File: config.mk
export PLATFORM = sky130hd
export DESIGN_NAME = weighted_pseudo_rank_stream
export DESIGN_NICKNAME = d
export VERILOG_FILES = /design/src/hw/rtl/wprs_pkg.sv /design/src/hw/rtl/weighted_pseudo_rank_stream.sv
export SDC_FILE = /design/constraint.sdc
export NUM_CORES = 1
export LEC_CHECK = 0
export BUFFER_PORTS_ARGS = -buffer_cell sky130_fd_sc_hd__buf_2
export CORE_MARGIN = 8
export CORE_UTILIZATION = 35
export CTS_CLUSTER_DIAMETER = 100
export DETAILED_ROUTE_END_ITERATION = 12
export SLEW_MARGIN = 25
export SYNTH_ARGS = -nofsm -noshare
export SYNTH_HDL_FRONTEND = slang
export SYNTH_SLANG_ARGS = --single-unit
File: constraint.sdc
create_clock -name aclk -period 22.7 [get_ports aclk]
set_clock_uncertainty 0.15 [all_clocks]
set_input_delay 5.675 -clock aclk [delete_from_list [all_inputs] [get_ports aclk]]
set_output_delay 5.675 -clock aclk [all_outputs]
set_load 0.05 [all_outputs]
File: src/hw/rtl/wprs_pkg.sv
`default_nettype none

package wprs_pkg;

    // Field widths of the request and result items.
    localparam int VALUE_W    = 32;
    localparam int GROUP_W    = 2;
    localparam int WEIGHT_W   = 32;
    localparam int RANK_W     = 34;
    localparam int COUNT_W    = 17;
    localparam int CFG_IDX_W  = 3;
    localparam int CFG_DATA_W = 32;

    // Default sizing of the block.
    localparam int WPRS_MAX_SAMPLES = 65536;
    localparam int WPRS_NUM_GROUPS  = 4;

    // Fixed-point constants in Q16.16 units.
    localparam logic [RANK_W-1:0]   SUM_MAX      = {RANK_W{1'b1}};
    localparam logic [RANK_W-1:0]   ONE_Q16      = RANK_W'(65536);
    localparam logic [WEIGHT_W-1:0] WEIGHT_RESET = WEIGHT_W'(65536);
    localparam int                  COUNT_LIMIT  = (1 << COUNT_W) - 1;

    // Rank modes; the unused code answers as mid.
    typedef enum logic [1:0] {
        MODE_MID = 2'd0,
        MODE_MIN = 2'd1,
        MODE_MAX = 2'd2
    } rank_mode_t;

    // Configuration register indexes.
    typedef enum logic [CFG_IDX_W-1:0] {
        REG_RANK_MODE = 3'd0,
        REG_WEIGHT_G0 = 3'd1,
        REG_WEIGHT_G1 = 3'd2,
        REG_WEIGHT_G2 = 3'd3,
        REG_WEIGHT_G3 = 3'd4
    } cfg_reg_t;

    // One sorted sample.
    typedef struct packed {
        logic [VALUE_W-1:0] sample_value;
        logic [GROUP_W-1:0] group_index;
        logic               end_of_data;
    } wprs_in_t;

    // One closed run.
    typedef struct packed {
        logic [RANK_W-1:0]  rank_value;
        logic [COUNT_W-1:0] run_length;
        logic               final_result;
    } wprs_out_t;

endpackage

`default_nettype wire

File: src/hw/rtl/weighted_pseudo_rank_stream.sv
`default_nettype none

// An accepted request is held in the input register until the result buffer has room for
// all its results, then processed into it; its first result is shown on m_data from the head.
// Throughput: one request per cycle while the two-entry result buffer has room; one that
// closes a run and ends the data set yields two results, one per cycle while m_ready is high.
// Reset (aresetn low, synchronous) clears all run state and the result buffer, sets the
// rank mode to mid and every group weight to 1.0.
module weighted_pseudo_rank_stream #(
    parameter int MAX_SAMPLES = wprs_pkg::WPRS_MAX_SAMPLES,
    parameter int NUM_GROUPS  = wprs_pkg::WPRS_NUM_GROUPS
) (
    input  wire logic                                aclk,
    input  wire logic                                aresetn,
    input  wire logic                                s_valid,
    output logic                                     s_ready,
    input  wire wprs_pkg::wprs_in_t                  s_data,
    output logic                                     m_valid,
    input  wire logic                                m_ready,
    output wprs_pkg::wprs_out_t                      m_data,
    input  wire logic                                cfg_we,
    input  wire logic [wprs_pkg::CFG_IDX_W-1:0]      cfg_index,
    input  wire logic [wprs_pkg::CFG_DATA_W-1:0]     cfg_wdata
);
    import wprs_pkg::*;

    localparam int CountCapInt = (MAX_SAMPLES < COUNT_LIMIT) ? MAX_SAMPLES : COUNT_LIMIT;
    localparam logic [COUNT_W-1:0] CountCap = COUNT_W'(CountCapInt);

    // Saturating add of two weight sums.
    function automatic logic [RANK_W-1:0] sat_add(input logic [RANK_W-1:0] a,
                                                   input logic [RANK_W-1:0] b);
        logic [RANK_W:0] t;
        t = {1'b0, a} + {1'b0, b};
        return t[RANK_W] ? SUM_MAX : t[RANK_W-1:0];
    endfunction

    // Shared rank of a run from the sum before it and its own weight.
    function automatic logic [RANK_W-1:0] run_rank(input logic [1:0]        mode,
                                                    input logic [RANK_W-1:0] s,
                                                    input logic [RANK_W-1:0] r);
        logic [RANK_W+1:0] t;
        unique case (mode)
            MODE_MIN: t = {2'b00, s} + {2'b00, ONE_Q16};
            MODE_MAX: t = {2'b00, s} + {2'b00, r};
            default:  t = ({2'b00, ONE_Q16} + {1'b0, s, 1'b0} + {2'b00, r}) >> 1;
        endcase
        return (t > {2'b00, SUM_MAX}) ? SUM_MAX : t[RANK_W-1:0];
    endfunction

    // Configuration registers.
    logic [1:0]          mode_reg;
    logic [WEIGHT_W-1:0] weight_reg [NUM_GROUPS];

    // Input register.
    logic     in_valid_reg;
    wprs_in_t in_data_reg;

    // Run state.
    logic [RANK_W-1:0]  sum_reg;
    logic [RANK_W-1:0]  run_wt_reg;
    logic [COUNT_W-1:0] run_cnt_reg;
    logic [VALUE_W-1:0] run_val_reg;
    logic               run_open_reg;

    // Two-entry result buffer, buf0 is the head.
    wprs_out_t buf0_reg, buf1_reg;
    logic [1:0] cnt_reg;

    logic [WEIGHT_W-1:0] grp_weight;
    logic                same_run, closing;
    logic [RANK_W-1:0]   sum_new, wt_new;
    logic [COUNT_W-1:0]  cnt_new;
    logic [1:0]          nres, push_n, cnt_pop;
    logic                pop, proc_fire;
    wprs_out_t           res0, res1, buf0_next, buf1_next;

    // Group weight lookup; groups beyond the configured count weigh nothing.
    always_comb begin
        grp_weight = '0;
        for (int g = 0; g < NUM_GROUPS; g++) begin
            if (in_data_reg.group_index == GROUP_W'(g)) begin
                grp_weight = weight_reg[g];
            end
        end
    end

    // Next run state and the results this sample produces.
    always_comb begin
        same_run = run_open_reg && (in_data_reg.sample_value == run_val_reg);
        closing  = run_open_reg && !same_run;
        sum_new  = closing ? sat_add(sum_reg, run_wt_reg) : sum_reg;
        if (same_run) begin
            wt_new  = sat_add(run_wt_reg, {2'b00, grp_weight});
            cnt_new = (run_cnt_reg < CountCap) ? run_cnt_reg + 1'b1 : run_cnt_reg;
        end else begin
            wt_new  = {2'b00, grp_weight};
            cnt_new = COUNT_W'(1);
        end
        nres = {1'b0, closing} + {1'b0, in_data_reg.end_of_data};

        res1.rank_value   = run_rank(mode_reg, sum_new, wt_new);
        res1.run_length   = cnt_new;
        res1.final_result = 1'b1;
        if (closing) begin
            res0.rank_value   = run_rank(mode_reg, sum_reg, run_wt_reg);
            res0.run_length   = run_cnt_reg;
            res0.final_result = 1'b0;
        end else begin
            res0 = res1;
        end
    end

    // Handshake: process only when the buffer has room for every result.
    always_comb begin
        m_valid   = (cnt_reg != 2'd0);
        m_data    = buf0_reg;
        pop       = m_valid && m_ready;
        cnt_pop   = cnt_reg - {1'b0, pop};
        proc_fire = in_valid_reg && (({1'b0, cnt_pop} + {1'b0, nres}) <= 3'd2);
        s_ready   = !in_valid_reg || proc_fire;
        push_n    = proc_fire ? nres : 2'd0;
    end

    // Result buffer: shift on a pop, then append behind the remaining entries.
    always_comb begin
        buf0_next = pop ? buf1_reg : buf0_reg;
        buf1_next = buf1_reg;
        if (push_n != 2'd0) begin
            if (cnt_pop == 2'd0) begin
                buf0_next = res0;
                if (push_n == 2'd2) begin
                    buf1_next = res1;
                end
            end else begin
                buf1_next = res0;
            end
        end
    end

    // Configuration writes.
    always_ff @(posedge aclk) begin
        if (!aresetn) begin
            mode_reg <= MODE_MID;
            for (int g = 0; g < NUM_GROUPS; g++) begin
                weight_reg[g] <= WEIGHT_RESET;
            end
        end else if (cfg_we) begin
            if (cfg_index == REG_RANK_MODE) begin
                mode_reg <= cfg_wdata[1:0];
            end
            for (int g = 0; g < NUM_GROUPS; g++) begin
                if (cfg_index == CFG_IDX_W'(int'(REG_WEIGHT_G0) + g)) begin
                    weight_reg[g] <= cfg_wdata[WEIGHT_W-1:0];
                end
            end
        end
    end

    // Input register.
    always_ff @(posedge aclk) begin
        if (!aresetn) begin
            in_valid_reg <= 1'b0;
        end else if (s_ready) begin
            in_valid_reg <= s_valid;
        end
    end

    always_ff @(posedge aclk) begin
        if (s_ready && s_valid) begin
            in_data_reg <= s_data;
        end
    end

    // Run state update; the end of the data set returns it to reset.
    always_ff @(posedge aclk) begin
        if (!aresetn) begin
            sum_reg      <= '0;
            run_wt_reg   <= '0;
            run_cnt_reg  <= '0;
            run_val_reg  <= '0;
            run_open_reg <= 1'b0;
        end else if (proc_fire) begin
            if (in_data_reg.end_of_data) begin
                sum_reg      <= '0;
                run_wt_reg   <= '0;
                run_cnt_reg  <= '0;
                run_val_reg  <= '0;
                run_open_reg <= 1'b0;
            end else begin
                sum_reg      <= sum_new;
                run_wt_reg   <= wt_new;
                run_cnt_reg  <= cnt_new;
                run_val_reg  <= in_data_reg.sample_value;
                run_open_reg <= 1'b1;
            end
        end
    end

    // Result buffer registers.
    always_ff @(posedge aclk) begin
        if (!aresetn) begin
            cnt_reg <= 2'd0;
        end else begin
            cnt_reg <= cnt_pop + push_n;
        end
    end

    always_ff @(posedge aclk) begin
        buf0_reg <= buf0_next;
        buf1_reg <= buf1_next;
    end

`ifndef SYNTHESIS
    // The result buffer never holds more than its two entries.
    assert property (@(posedge aclk) disable iff (!aresetn) cnt_reg <= 2'd2)
        else $error("result buffer overfilled");

    // A run is open exactly when its sample count is nonzero.
    assert property (@(posedge aclk) disable iff (!aresetn)
        run_open_reg == (run_cnt_reg != '0))
        else $error("run open flag and run count disagree");

    // Processing the last sample closes every run.
    assert property (@(posedge aclk) disable iff (!aresetn)
        proc_fire && in_data_reg.end_of_data |=> !run_open_reg && sum_reg == '0)
        else $error("state not cleared after end of data");

    // A sample that ends the data set always leaves a final result behind.
    assert property (@(posedge aclk) disable iff (!aresetn)
        proc_fire && in_data_reg.end_of_data |=> m_valid)
        else $error("no result after end of data");
`endif

endmodule

`default_nettype wire
==> results.py, run 1 <==
metrics = {
    "job": {
        "max_cap_violations": 0,
    },
    "setup_path": {
        "cp.arrival_ns": 8.38,
        "cp-start-kind": "input port",
        "crit_fanout": 53,
        "crit_type": "in2out",
        "cp.required_ns": 16.88,
        "cp-end-kind": "output port",
    },
    "finish": {
        "drive_gt1_frac": 0.105,
        "synthToLayoutAreaGrowth_pct": 11.3,
        "largest_reg_flops": 128,
        "multi_input_area_um2": 17800,
        "ff_latch_area_um2": 9960,
        "layout_commonest_cell": "nand2_1",
        "nFillCells": 8185,
        "nNetsFinal": 3525,
        "final_cell_mix": "306 x nand2_1, 239 x ha_1, 231 x a21oi_1, 215 x edfxtp_1, 176 x nor2_1",
    },
    "clock_network": {
        "clk_path_buf_depth": 3,
        "ctsHoldBuffers": 0,
        "clkLatencyLatePin_ns": 0.59,
        "cts_root_buffer": "clkbuf_16",
        "postCtsSetupRepairBufs": 0,
        "clock-sinks": 390,
        "cts_tree": "built",
        "htree_num_levels": 2,
        "clk_pin_slew_worst_paths_ns": 0.06,
        "ctsResizeCount": 0,
        "numCtsBuffers": 45,
    },
    "sta": {
        "fmax_mhz": 70.4,
        "slew_viol_final": 0,
        "slew_headroom": 0.289,
        "period_share": 0.626,
        "rsz0062_at_grt": "no",
        "holdWs_ns": 0.321,
        "hold_violations": 0,
        "tns_ns": 0,
        "tightest_slew_ns": 1.07,
        "setup_viol": 0,
        "layout_setup_ws_ns": 8.49,
        "fin_crit_ns": 14.21,
    },
    "routing": {
        "drtPass1Iterations": 8,
        "drc": 0,
        "wl_per_cell_um": 20.0,
        "antenna_left": 0,
        "first_iter_violations": 2076,
        "vias": 24398,
        "totalWireLength_um": 86400,
        "viasPerCell": 5.66,
    },
    "placement": {
        "place.port_buffers": 128,
        "dp_hpwl_um": 63900,
        "gp_congestion": 0.913,
        "pre_cts_ws_ns": 8.44,
    },
    "synth": {
        "syn_nets": 3473,
        "yosysTopAreaCellShare": 0.226,
        "synth-xor-area-share": 0.0642,
        "synth.ff_latch_count": 390,
        "synth_top_family_by_area": "compound AO/OA/AOI/OAI gates",
        "ys.flop_type": "edfxtp_1",
        "synth_top_cell_by_area": "edfxtp_1",
        "syn-cell-area_um2": 28600,
        "syn_inst": 3151,
        "yosys_warnings": 0,
        "synth_cell_types": 94,
        "synth.area.mux_share": 0.0319,
        "synth-compound-area-share": 0.234,
        "synth-edff-count": 215,
        "seq_area_frac_synth": 0.348,
        "synth.top_cells.by_area": "edfxtp_1 23%, dfxtp_1 12%, ha_1 11%",
        "syn_area_per_cell_um2": 9.09,
        "synthArstFlopShare": 0,
        "synth_simple_gate_area_frac": 0.177,
        "synth_fa_ha_area_frac": 0.110,
    },
    "global_route": {
        "grt_use_met1": 0.262,
        "grt_max_degree": 69,
        "met3_usage": 0.0288,
        "overflow": 0,
        "grt_pass1_wl_um": 133000,
        "grt_pass1_vias": 22948,
        "grt_util_met2": 0.282,
        "grt_usage": 0.182,
        "grt_busiest_layer": "met2",
        "antenna_found_initial": 9,
    },
    "floorplanning": {
        "rows": 105,
        "die_area_um2": 91200,
        "core-area_um2": 81600,
        "die_h_um": 302,
        "io_pins": 129,
        "start_util": 0.351,
        "dieWidth_um": 302,
    },
    "min_path": {
        "hold_path_class": "reg2reg",
    },
    "power": {
        "powerDensity_nw_per_um2": 85.6,
        "total_power_w": 0.00273,
        "p_leak_nw": 13.2,
        "vdd_drop_max_mv": 0.0572,
    },
    "outcome": {
        "status": "completed",
    },
}
final timing paths:
path / depth (start not counted) / endpoint / slack (ns) / startpoint
min: 2 / m_data[9] / 0.32 / m_data[9]
min reg2reg: 2 / m_data[9] / 0.32 / m_data[9]
max: 13 / s_ready / 8.49 / m_ready
max reg2reg: 32 / buf1_reg[51] / 12.15 / in_data_reg[1]
per-layer routing:
layer  part of all wire  up-vias
met5            0.00074        -
met4              0.022       12
met3              0.063      119
met2               0.44      706
met1               0.48    11675
li1                   -    11886
worst max-delay path: stages:
cell	delay, ns
buf_2	0.07
nand2_1	0.04
buf_4	0.26
inv_2	0.08
buf_4	0.55
ha_1	0.38
inv_1	0.08
ha_1	0.14
inv_1	0.04
fa_1	0.43
o21ai_0	0.29
nand2_1	0.11
buf_2	0.22
power by group:
part           leakage [nW]  total, W  switching [W]  internal [W]
Sequential             3.49  0.000930      0.0000617      0.000868
Clock                 0.697  0.000716       0.000303      0.000412
Combinational          8.97   0.00108       0.000717      0.000363
Total                  13.2   0.00273        0.00108       0.00164
layout make-up:
cell class / instances / area share
Antenna cell: 2 / 0.000157
Clock buffer: 62 / 0.0383
Clock inverter: 21 / 0.00636
Inverter: 79 / 0.00931
Multi-Input combinational cell: 2506 / 0.559
Sequential cell: 390 / 0.313
Tap cell: 1070 / 0.0420
Timing Repair Buffer: 181 / 0.0326
synthesized netlist by cell type (all sizes together), types with 8 or more instances:
library cell / instances
o211ai: 23
nand3: 59
o21a: 28
a211oi: 37
o22a: 8
clkbuf: 144
a22o: 33
a21o: 97
or2: 9
buf: 32
and2: 142
ha: 241
dfxtp: 175
xnor2: 131
nor4: 11
a32oi: 13
edfxtp: 215
o22ai: 21
nand2: 310
and3: 46
a31oi: 51
inv: 76
a221o: 20
nand4: 35
o2111ai: 9
mux4: 32
a21boi: 39
nor3: 35
nand2b: 25
o31ai: 9
or3: 15
o21bai: 18
xor2: 78
mux2i: 17
nor2b: 63
nand3b: 40
a221oi: 33
o211a: 8
a22oi: 64
o221ai: 8
nor2: 184
o21ai: 175
a21oi: 235
cells by family after synthesis:
group	after synthesis
AND/OR/NAND/NOR	1006
AO/OA/AOI/OAI	993
flip-flops	390
buffers and inverters	255
adder cells (fa/ha/maj)	247
XOR/XNOR	209
multiplexers	51
through the flow:
stage                     utilization  cells  cell area [um2]
after global placement          0.373   4226            30400
after detailed placement        0.373   4226            30400
final                           0.390   4311            31900
after CTS                       0.390   4309            31800
after global routing            0.390   4309            31800
after floorplan                     -   3151            28600
Note: power is estimated with default switching activity, not from simulation.
==> run 2, diff against run 1 <==
- clock period: 22.7 -> 13.7 ns (I/O delays scaled with it)
==> results.py, run 2 (synthesis gave the netlist of run 1 again) <==
metrics = {
    "clock_network": {
        "clk_path_buf_depth": 3,
        "cts_tree": "built",
        "cts_root_buffer": "clkbuf_16",
        "ctsHoldBuffers": 0,
        "postCtsSetupRepairBufs": 0,
        "numCtsBuffers": 46,
        "clk_pin_slew_worst_paths_ns": 0.06,
        "htree_num_levels": 2,
        "clock-sinks": 390,
        "clkLatencyLatePin_ns": 0.61,
        "ctsResizeCount": 0,
    },
    "floorplanning": {
        "die_h_um": 302,
        "core-area_um2": 81600,
        "die_area_um2": 91200,
        "io_pins": 129,
        "rows": 105,
        "start_util": 0.351,
        "dieWidth_um": 302,
    },
    "sta": {
        "fin_crit_ns": 10.43,
        "rsz0062_at_grt": "no",
        "period_share": 0.762,
        "tightest_slew_ns": 1.07,
        "slew_viol_final": 0,
        "fmax_mhz": 95.8,
        "setup_viol": 0,
        "tns_ns": 0,
        "slew_headroom": 0.286,
        "hold_violations": 0,
    },
    "setup_path": {
        "cp.arrival_ns": 10.59,
        "cp-end-kind": "register",
        "crit_type": "reg2reg",
        "crit_buf_inv": 3,
        "cp_slowest_cell": "nor2_1",
        "cp-start-kind": "register",
        "crit_fanout": 27,
        "critPathMaxStageDelay_ns": 0.79,
        "cp_top_family": "compound AO/OA/AOI/OAI gates",
        "cp.required_ns": 13.85,
    },
    "finish": {
        "nNetsFinal": 3521,
        "synthToLayoutAreaGrowth_pct": 11.4,
        "drive_gt1_frac": 0.106,
        "layout_commonest_cell": "nand2_1",
        "largest_reg_flops": 128,
        "finish.utilization": 0.391,
        "final_cell_mix": "306 x nand2_1, 239 x ha_1, 231 x a21oi_1, 215 x edfxtp_1, 177 x nor2_1",
    },
    "placement": {
        "dp_hpwl_um": 68800,
        "place.port_buffers": 128,
        "gp_congestion": 0.943,
    },
    "routing": {
        "wl_per_cell_um": 21.4,
        "vias": 24577,
        "first_iter_violations": 2363,
        "viasPerCell": 5.71,
        "drc": 0,
        "totalWireLength_um": 92000,
        "drtPass1Iterations": 6,
        "antenna_left": 0,
    },
    "global_route": {
        "grt_pass1_vias": 23293,
        "grt_pass1_wl_um": 141000,
        "antenna_found_initial": 3,
        "grt_max_degree": 89,
        "grt_usage": 0.195,
        "overflow": 0,
    },
    "power": {
        "powerDensity_nw_per_um2": 144,
        "vdd_drop_max_mv": 0.0935,
        "p_leak_nw": 13.2,
    },
    "outcome": {
        "status": "completed",
    },
    "job": {
        "max_cap_violations": 0,
    },
    "min_path": {
        "hold_path_class": "reg2reg",
    },
}
## run 2: cell types whose count changed in the layout (fill, tap and decap cells not counted), sizes merged
cell      change
buf           -5
bufinv        -2
clkbuf        -1
clkinv        +4
clkinvlp      +1
diode         -1
## run 2: final timing paths
path	from	to	slack, ns	depth (start not counted)
min	run_val_reg[14]	run_val_reg[14]	0.33	2
max	in_data_reg[1]	buf1_reg[49]	3.27	27
max reg2reg	in_data_reg[1]	buf1_reg[49]	3.27	27
min reg2reg	run_val_reg[14]	run_val_reg[14]	0.33	2
## run 2: where the power goes
group	total [W]	switching, W	leakage, nW	internal (W)
Clock	0.00123	0.000538	0.742	0.000691
Sequential	0.00155	0.000107	3.49	0.00144
Combinational	0.00181	0.00121	8.95	0.000601
## run 2: through the flow
step	cells	area [um2]	setup slack [ns]	hold WS, ns	total power, W
4_1_cts	4306	31900	3.31	0.328	0.00461
3_3_place_gp	4221	30400	3.53	0.314	0.00336
6_report	4307	31900	3.27	0.327	0.00459
2_1_floorplan	3151	28600	3.95	0.304	0.00285
5_1_grt	4306	31900	2.69	0.344	0.00483
3_5_place_dp	4221	30400	3.33	0.313	0.00337
## run 2: layer usage
| layer | global-route usage | vias up | routed length (um) |
|---|---|---|---|
| met2 | 0.289 | 888 | 38600 |
| met4 | 0.0517 | 4 | 2340 |
| li1 | - | 11886 | - |
| met1 | 0.284 | 11662 | 43400 |
| met3 | 0.0390 | 137 | 7650 |
| met5 | 0 | - | 23 |
## run 2: area by class of cell
cell class              instances  area, um2
clock buffers                  61       1290
repair buffers                176       1000
well taps                    1070       1340
fillers                      8153      49700
clock inverters                24        216
diodes                          1       2.50
flip-flops and latches        390       9960
multi-input cells            2506      17800
inverters                      79        297
## run 2: worst register-to-register path: stages (launching register included)
cell	delay (ns)
edfxtp_1	0.59
buf_4	0.56
mux4_2	0.62
ha_1	0.23
or4_1	0.53
a21oi_1	0.25
o21ai_1	0.24
a21o_1	0.24
a221oi_1	0.53
a31oi_1	0.25
a31oi_2	0.37
buf_4	0.33
a21oi_1	0.18
ha_1	0.31
ha_1	0.41
a2111oi_0	0.40
o21ai_0	0.22
a41oi_1	0.49
o21ai_0	0.37
a41oi_1	0.57
o31a_1	0.29
o21ai_1	0.14
a31oi_1	0.25
nor2_1	0.10
a41o_1	0.27
buf_4	0.23
nor2_1	0.80
a22oi_1	0.23
